File: config.mk
export PLATFORM = sky130hd
export DESIGN_NAME = mdfg_ram
export DESIGN_NICKNAME = d
export VERILOG_FILES = /design/src/design/mdfg_ram.sv
export SDC_FILE = /design/constraint.sdc
export NUM_CORES = 1
export LEC_CHECK = 0
export ABC_CLOCK_PERIOD_IN_PS = 1800
export BUFFER_PORTS_ARGS = -buffer_cell sky130_fd_sc_hd__buf_2
export CORE_MARGIN = 8
export CORE_UTILIZATION = 30
export CTS_CLUSTER_SIZE = 24
export DETAILED_ROUTE_END_ITERATION = 16
export GPL_TIMING_DRIVEN = 1
export PLACE_DENSITY_LB_ADDON = 0.05
export SYNTH_ARGS = -nofsm -noshare
export SYNTH_HDL_FRONTEND = slang
export SYNTH_SLANG_ARGS = --single-unit
File: constraint.sdc
create_clock -name clk -period 1.8 [get_ports clk]
set_clock_uncertainty 0.2 [all_clocks]
set_input_delay 0.09 -clock clk [delete_from_list [all_inputs] [get_ports clk]]
set_output_delay 0.09 -clock clk [all_outputs]
set_load 0.01 [all_outputs]
File: src/design/mdfg_ram.sv
// Generic simple dual-port RAM with one write port and one registered read port.
// Width and depth are parameters; depends on nothing else.
`default_nettype none

module mdfg_ram #(
  parameter int WIDTH = 8,
  parameter int DEPTH = 4
) (
  input  wire logic                     clk,
  input  wire logic                     wr_en,
  input  wire logic [$clog2(DEPTH)-1:0] wr_addr,
  input  wire logic [WIDTH-1:0]         wr_data,
  input  wire logic                     rd_en,
  input  wire logic [$clog2(DEPTH)-1:0] rd_addr,
  output      logic [WIDTH-1:0]         rd_data
);

  logic [WIDTH-1:0] mem [DEPTH];

  always_ff @(posedge clk) begin
    if (wr_en) begin
      mem[wr_addr] <= wr_data;
    end
    if (rd_en) begin
      rd_data <= mem[rd_addr];
    end
  end

endmodule

`default_nettype wire

After elaboration in Yosys (flattened, before gate mapping) --
Memory sizes are Yosys's and may differ from the RTL's. A register that Yosys moved wholly into a read port is not among the register bits. Index checks and enable logic that the tools add are counted.
Storage, ports and cells: register bits after elaboration 0, bits in latches 0, bits in writable memories 32, memory bits (read-only) 0, input port bits 15, output and inout port bits 8, logic and storage cells 3, memories kept 1
Memory list:
- mem | words 4, bits a word 8, rd ports 1, clocked after Yosys merged registers in 1, wr ports 1, line 18 | logic [WIDTH-1:0] mem [DEPTH];
Operators by class: add/sub/neg operators 0, multiply operators 0, divide/modulo/power cells 0, magnitude comparators 0, equal/unequal tests 0, shift-type cells 0, multiplexer cells 2, bitwise logic cells 0, reduce and logical (&&, ||, !) cells 0
Operators with widths (number):
- 2-to-1 mux 1 bit | 2

Logic depth before layout (Yosys ltp) --
Gate-level depths: netlist (run 1).
word-level depth 2, mapped depth 2, mapped depth without buffers 1

Least setup slack after synthesis (run 1) --
Ideal clock, no wire load.
path type input-to-reg, start point input wr_addr[0], end point memory mem[0][0] (enable), library setup time 0.385 ns, arrival time 0.769 ns, data required time 1.215 ns, slack 0.446 ns, cell stages on the path 1, buffers on the path 0, cell sequence nor3b_1
RTL lines:
- start: declaration | line 11 | input wire logic [$clog2(DEPTH)-1:0] wr_addr,
- end: declaration | line 18
No word-level cell before the write port.

Worst setup path in the final report (run 1) --
start point memory mem[2][2], end point register rd_data[2], read port of mem, data pin
RTL lines:
- end: declaration | line 15 | output logic [WIDTH-1:0] rd_data
No word-level cell between the ends.

==> impl_metrics.ini, run 1 <==
[placement]
io_buffers = 22
gp_congestion = 0.604
place_area_um2 = 1600

[final_layout]
drive_gt1_share_pct = 40.4
fin_area_um2 = 1760
antennaDiodeCount = 0
n_fill_cell = 419
nets = 106
area_delta_synth_final_pct = 22.9

[worst_setup_path]
critPathMaxFanout = 1
setup.worst_path.end_class = flop
cp_cell_sequence = mux4_2
cp.arrival_ps = 1110
cp_top_family = multiplexers
start_kind = flop
cp.required_ps = 1620
slowest_stage = mux4_2
path_buf_inv = 0
cpPeakStageDelay_ps = 460
critical_path_class = flop to flop

[clock_network]
ctsHoldBuffers = 9
cts_tree = done
root_buffer = clkbuf_8
htreeDepth = 2
path_clk_slew_ps = 70
clock_path_buffers = 2
cts_buffers = 5
clkLatencyLatePin_ps = 280
cts.sinks = 40
cts-resized-gates = 0
post-cts-setup-buffers = 0

[timing]
fin_crit_ps = 1290
tightestPinTransition_ps = 460
report.final.hold_viol_count = 0
max_freq_ghz = 0.774
finalSetupTns_ps = 0
fin_crit_sh_pct = 71.8
rsz0062_at_grt = false
slew_headroom_pct = 69.3
finalSetupViolations = 0
timing.final.max_slew_violations = 0

[route]
viasPerCell = 4.50
drt_iter0_drc = 88
wl_per_cell_um = 16.7
wl_met1_um = 886
dr_wl_met2_um = 1320
routed-wl-met3_um = 140
drc = 0
drtAntennaViolNets = 0
wl_um = 2390
vias = 644
drt_pass1_iterations = 4
highest-signal-layer = met4

[global_routing]
grt_pass1_vias = 745
grt_start_max_net_pins = 11
grt_pass1_wl_um = 3790
antenna_found_initial = 0
grt-ovfl-total = 0
track_usage_pct = 7.29

[synth]
synth_top_area_share_pct = 84.1
yosysUniqueCellTypes = 7
syn-mean-instance-area_um2 = 26.5
syn_area_um2 = 1430
yosysTopAreaCell = edfxtp_1
ys_ff_latch = 40
yosys-top-cells-area = edfxtp_1, mux4_2, and3b_1
ys_seq_area_share_pct = 84.1
yosys_warnings = 0
synth.net_count = 69
syn_inst = 54

[die]
core-area_um2 = 4660
core.rowCount = 25
die-area_um2 = 7230
die_w_um = 85.0
initial_core_util_pct = 30.7
ios = 23
die_h_um = 85.0

[worst_hold_path]
hold_path_class = input port to flop

[power_and_ir_drop]
p_leak_uw = 0.000610
power_density_nw_per_um2 = 980
ir_worst_vdd_v = 0.000369

[status]
outcome = finished clean

[run]
drv_cap = 0
-- logic make-up (layout without fill, tap and decap cells) --
group / after synthesis / count (layout) / share of synthesized area (%)
flip-flops: 40 / 40 / 84.1
multiplexers: 8 / 8 / 12.6
AND/OR/NAND/NOR: 4 / 4 / 2.19
buffers and inverters: 2 / 37 / 1.14
-- power by group --
part	total (µW)	internal (µW)	switching, µW
Combinational	117	61.9	55.1
Clock	512	249	263
Sequential	1090	1080	10.1
Total	1720	1390	328
-- stage by stage --
stage	setup WS [ps]	utilization [%]	power (µW)	hold slack, ps	instances
detailed placement	387	34.3	1220	116	129
CTS	504	37.7	1750	102	143
global route	474	37.7	1800	115	143
global placement	394	34.3	1220	105	129
floorplan	446	-	1170	-11.1	54
finish	508	37.7	1720	113	143
-- final timing paths --
kind | cells past startpoint | start | to | slack, ps
max | 1 | mem[2][2]$_DFFE_PP_ | rd_data[2]$_DFFE_PP_ | 510
min | 3 | wr_addr[1] | mem[0][0]$_DFFE_PP_ | 110
max reg2reg | 1 | mem[2][2]$_DFFE_PP_ | rd_data[2]$_DFFE_PP_ | 510
min reg2reg | 1 | mem[2][7]$_DFFE_PP_ | rd_data[7]$_DFFE_PP_ | 430
-- cells in the mapped netlist --
library cell  instances
nor3b_1               1
and3b_1               2
edfxtp_1             40
mux4_2                8
and3_1                1
clkbuf_2              1
buf_6                 1
-- flip-flops by register name, indices dropped and copies added (netlist names) --
register,flops
rd_data,8
mem,32
-- cell usage in the layout (no fill, tap or decap), drive strengths merged --
cell type    instances
clkbuf               5
mux4                 8
and3                 1
nor3b                1
edfxtp              40
dlygate4sd3          9
and3b                2
buf                 23
-- routing by layer --
layer	up-vias	GRT usage, %
li1	302	-
met1	318	6.76
met2	19	13.2
met3	5	3.96
met4	0	2.43
met5	-	0
-- final cells by class --
type                            count  area [µm²]  share of cell area (%)
Clock buffer                        5        68.8                    3.92
Multi-Input combinational cell     12         211                    12.0
Sequential cell                    40        1200                    68.4
Tap cell                           54        67.6                    3.85
Timing Repair Buffer               32         208                    11.8
Power figures use the tool's default switching activity.
==> inputs of run 2 (changes only) <==
ABC_CLOCK_PERIOD_IN_PS = 1350   (was 1800)
clock period = 1.35 ns   (was 1.8 ns; I/O delays follow)
==> run 2 against run 1 <==
Largest power group unchanged. Critical path type unchanged. Sequential power rose by 34%. Count of clock-buffer cells in the layout increased by 2. Fmax increased by 1.2%. Clock power grew 41%. Non-clock buffer count is 4 higher. Wire length is 1.8% lower.
==> impl_metrics.ini, run 2 (synthesized netlist as in run 1, its figures left out) <==
[final_layout]
layout_commonest_cell = edfxtp_1
largest_reg_flops = 32
utilization_pct = 39.4
fin_area_um2 = 1840
mostFrequentLayoutCells = edfxtp_1, buf_2, dlygate4sd3_1
nets = 110
drive_gt1_share_pct = 41.7
reg_top3 = mem: 32 flops, rd_data: 8 flops
antennaDiodeCount = 0
n_fill_cell = 424
stdcell_count = 150
area_delta_synth_final_pct = 28.5
regMostFlops = mem

[route]
viasPerCell = 4.33
wl_um = 2340
drt_iter0_drc = 99
vias = 649
wl_per_cell_um = 15.6
drtAntennaViolNets = 0
drt_pass1_iterations = 3
drc = 0

[worst_hold_path]
hold_end = mem[0][5]$_DFFE_PP_
holdCritStartpoint = wr_addr[0]
hold_path_class = input port to flop
hold_path_depth = 3

[worst_setup_path]
cpPeakStageDelay_ps = 460
critPathMaxFanout = 1
start_kind = flop
slowest_stage = mux4_2
cp_cell_sequence = mux4_2
rrSetupSlack_ps = 70
cp.arrival_ps = 1100
path_buf_inv = 0
rr_worst_depth = 1
r2r_end = rd_data[3]$_DFFE_PP_
critical_path_class = flop to flop
cp.required_ps = 1170
cp_top_family = multiplexers
setup.worst_path.end_class = flop
r2r-start = mem[3][3]$_DFFE_PP_

[timing]
slew_headroom_pct = 86.0
timing.final.max_slew_violations = 0
rsz0062_at_grt = false
tightestPinTransition_ps = 210
fin_crit_ps = 1280
max_freq_ghz = 0.783
report.final.hold_viol_count = 0
fin_crit_sh_pct = 94.6
finalSetupViolations = 0
finalSetupTns_ps = 0

[power_and_ir_drop]
p_leak_uw = 0.000645
ir_worst_vdd_v = 0.000457
power_density_nw_per_um2 = 1280

[clock_network]
cts-resized-gates = 0
cts_buffers = 5
htreeDepth = 2
root_buffer = clkbuf_8
clkLatencyLatePin_ps = 280
clock_path_buffers = 2
path_clk_slew_ps = 70
cts_tree = done
cts.sinks = 40

[global_routing]
antenna_found_initial = 0
grt_start_max_net_pins = 12
grt_pass1_vias = 711
grt-ovfl-total = 0
track_usage_pct = 6.98
grt_pass1_wl_um = 3550

[die]
ios = 23
core-area_um2 = 4660
die-area_um2 = 7230
die_h_um = 85.0
core.rowCount = 25
die_w_um = 85.0
initial_core_util_pct = 30.7

[placement]
io_buffers = 22
gp_congestion = 0.616
place_area_um2 = 1670
dpl.cell_count = 133

[run]
drv_cap = 0

[status]
outcome = finished clean
run 2: cell types whose count changed in the layout (fill, tap and decap cells not counted), sizes merged:
cell,before,now
clkinv,0,1
clkbuf,5,7
buf,23,27
run 2: worst max-delay path by stage:
stage,from,endpoint,depth (start not counted)
detailed placement,rd_addr[0],rd_data[6]$_DFFE_PP_,3
finish,mem[3][3]$_DFFE_PP_,rd_data[3]$_DFFE_PP_,1
CTS,mem[3][1]$_DFFE_PP_,rd_data[1]$_DFFE_PP_,1
floorplan,wr_addr[0],mem[0][0]$_DFFE_PP_,1
global route,mem[2][7]$_DFFE_PP_,rd_data[7]$_DFFE_PP_,1
global placement,rd_addr[0],rd_data[6]$_DFFE_PP_,3
run 2: cell type report:
class                   instances  area [µm²]  share of cell area (%)
clock buffers                   7        76.3                    4.16
clock inverters                 1        3.75                   0.204
repair buffers                 36         275                    15.0
flip-flops and latches         40        1200                    65.4
well taps                      54        67.6                    3.68
multi-input cells              12         211                    11.5
run 2: what timing repair did:
item | in CTS | in global routing
endpoints found under the hold margin | 40 | 0
hold buffers | 9 | 0
endpoints found under the setup margin | 0 | 0
setup buffers | 0 | 0
run 2: power by group:
part	internal (µW)	leakage [µW]	total [µW]	switching, µW
Clock	359	0.0000399	724	364
Sequential	1440	0.000372	1460	13.1
Combinational	98.8	0.000233	174	75.2
run 2: stage by stage:
stage	setup slack [ps]	hold slack, ps	total power (µW)
global route	39.8	88.6	2460
detailed placement	71.7	90.0	1650
CTS	67.7	82.4	2400
finish	73.3	84.1	2350
floorplan	18.4	-33.6	1560
global placement	67.8	83.7	1640
run 2: worst min-delay path, cell delays in order:
cell and delay [ps]:
buf_2 100, nor3b_1 50, buf_4 170
run 2: routing by layer:
layer  vias to the layer above  GRT usage (%)  wire length, µm
met5                         -              0                0
met4                         0           2.43                7
met3                         2           3.96              120
met2                        20           12.4             1340
met1                       312           6.57              871
li1                        315              -                -
==> inputs of run 3 (changes only) <==
CORE_UTILIZATION = 37   (was 30)
==> run 3 against run 2 <==
Setup slack worse by 15 ps. Register-to-register slack lost 20 ps. Global-route usage rose by 1.8 points. Critical path depth stayed put. Sequential cell count did not move. Highest routed layer unchanged.
==> impl_metrics.ini, run 3 (synthesized netlist as in run 1, its figures left out) <==
[final_layout]
antennaDiodeCount = 0
largest_reg_flops = 32
nets = 110
n_fill_cell = 319
regArea_um2 = 1200
mostFrequentLayoutCells = edfxtp_1, buf_2, dlygate4sd3_1
area_delta_synth_final_pct = 28.1
stdcell_count = 144
drive_gt1_share_pct = 43.8
multiInputGateArea_um2 = 211
regMostFlops = mem
utilization_pct = 49.6
reg_top3 = mem: 32 flops, rd_data: 8 flops
layout_commonest_cell = edfxtp_1

[clock_network]
cts_tree = done
cts-resized-gates = 0
path_clk_slew_ps = 70
clock_path_buffers = 2
cts_buffers = 5
htreeDepth = 2
post-cts-setup-buffers = 0
root_buffer = clkbuf_8
clkLatencyLatePin_ps = 290
cts.sinks = 40

[timing]
fin_crit_sh_pct = 95.7
finalSetupTns_ps = 0
rsz0062_at_grt = false
report.final.hold_viol_count = 0
slew_headroom_pct = 85.6
max_freq_ghz = 0.774
fin_ws_ps = 57.8
fin_crit_ps = 1290
tightestPinTransition_ps = 216
finalSetupViolations = 0
timing.final.max_slew_violations = 0

[route]
drc = 0
vias = 668
wl_per_cell_um = 16.3
drt_pass1_iterations = 3
viasPerCell = 4.64
wl_um = 2350
drtAntennaViolNets = 0
drt_iter0_drc = 109

[die]
die_w_um = 78.1
initial_core_util_pct = 38.7
core.rowCount = 22
die-area_um2 = 6110
ios = 23
die_h_um = 78.1
core-area_um2 = 3690

[placement]
gp_congestion = 0.605
io_buffers = 22
pre_cts_slack_ps = 54.0
dp_hpwl_um = 1570
dpl.cell_count = 127

[worst_setup_path]
setup.worst_path.end_class = flop
cpPeakStageDelay_ps = 460
cp.required_ps = 1180
slowest_stage = mux4_2
critPathMaxFanout = 1
critical_path_class = flop to flop
cp_top_family = multiplexers
path_buf_inv = 0
start_kind = flop
cp_cell_sequence = mux4_2
cp.arrival_ps = 1120

[global_routing]
grt-ovfl-total = 0
grt_pass1_wl_um = 3930
track_usage_pct = 8.81
antenna_found_initial = 0
grt_pass1_vias = 736
grt_start_max_net_pins = 13

[status]
outcome = finished clean

[power_and_ir_drop]
p_leak_uw = 0.000651
power_density_nw_per_um2 = 1290
ir_worst_vdd_v = 0.000498
finalPower_uw = 2370

[worst_hold_path]
hold_path_class = input port to flop

[run]
drv_cap = 0
-- run 3: cell count changes in the layout (fill, tap and decap cells not counted) --
cell / delta
clkbuf_1: -2
clkinv_2: +2
-- run 3: metal layers --
metal | track usage, % | wire [µm] | vias to the layer above
met3 | 4.67 | 160 | 6
met4 | 4.44 | 46 | 0
met5 | 0 | 0 | -
li1 | - | - | 311
met1 | 9.57 | 932 | 332
met2 | 13.8 | 1210 | 19
-- run 3: area by class of cell --
type                            instances  area share, %
Multi-Input combinational cell         12           11.6
Clock buffer                            5           3.76
Tap cell                               48           3.28
Clock inverter                          3          0.752
Sequential cell                        40           65.6
Timing Repair Buffer                   36           15.0
-- run 3: stage by stage --
stage	cell area, µm²	hold WS (ps)
2_1_floorplan	1430	-33.6
3_3_place_gp	1660	83.6
3_5_place_dp	1660	91.8
4_1_cts	1830	80.7
5_1_grt	1830	82.8
6_report	1830	78.7
-- run 3: final timing paths --
kind	start	end	slack, ps	depth (start not counted)
min	wr_addr[0]	mem[0][3]$_DFFE_PP_	80	3
max reg2reg	mem[3][2]$_DFFE_PP_	rd_data[2]$_DFFE_PP_	60	1
max	mem[3][2]$_DFFE_PP_	rd_data[2]$_DFFE_PP_	60	1
min reg2reg	mem[0][0]$_DFFE_PP_	rd_data[0]$_DFFE_PP_	430	1
-- run 3: report_power, final --
group / leakage, µW / internal (µW) / switching [µW]
logic: 0.000233 / 98.7 / 75.9
registers: 0.000372 / 1440 / 13.6
clock network: 0.0000453 / 350 / 386
-- run 3: what timing repair did --
item / CTS / global route
endpoints found under the hold margin: 40 / 0
hold buffers: 9 / 0
setup endpoints to repair: 0 / 0
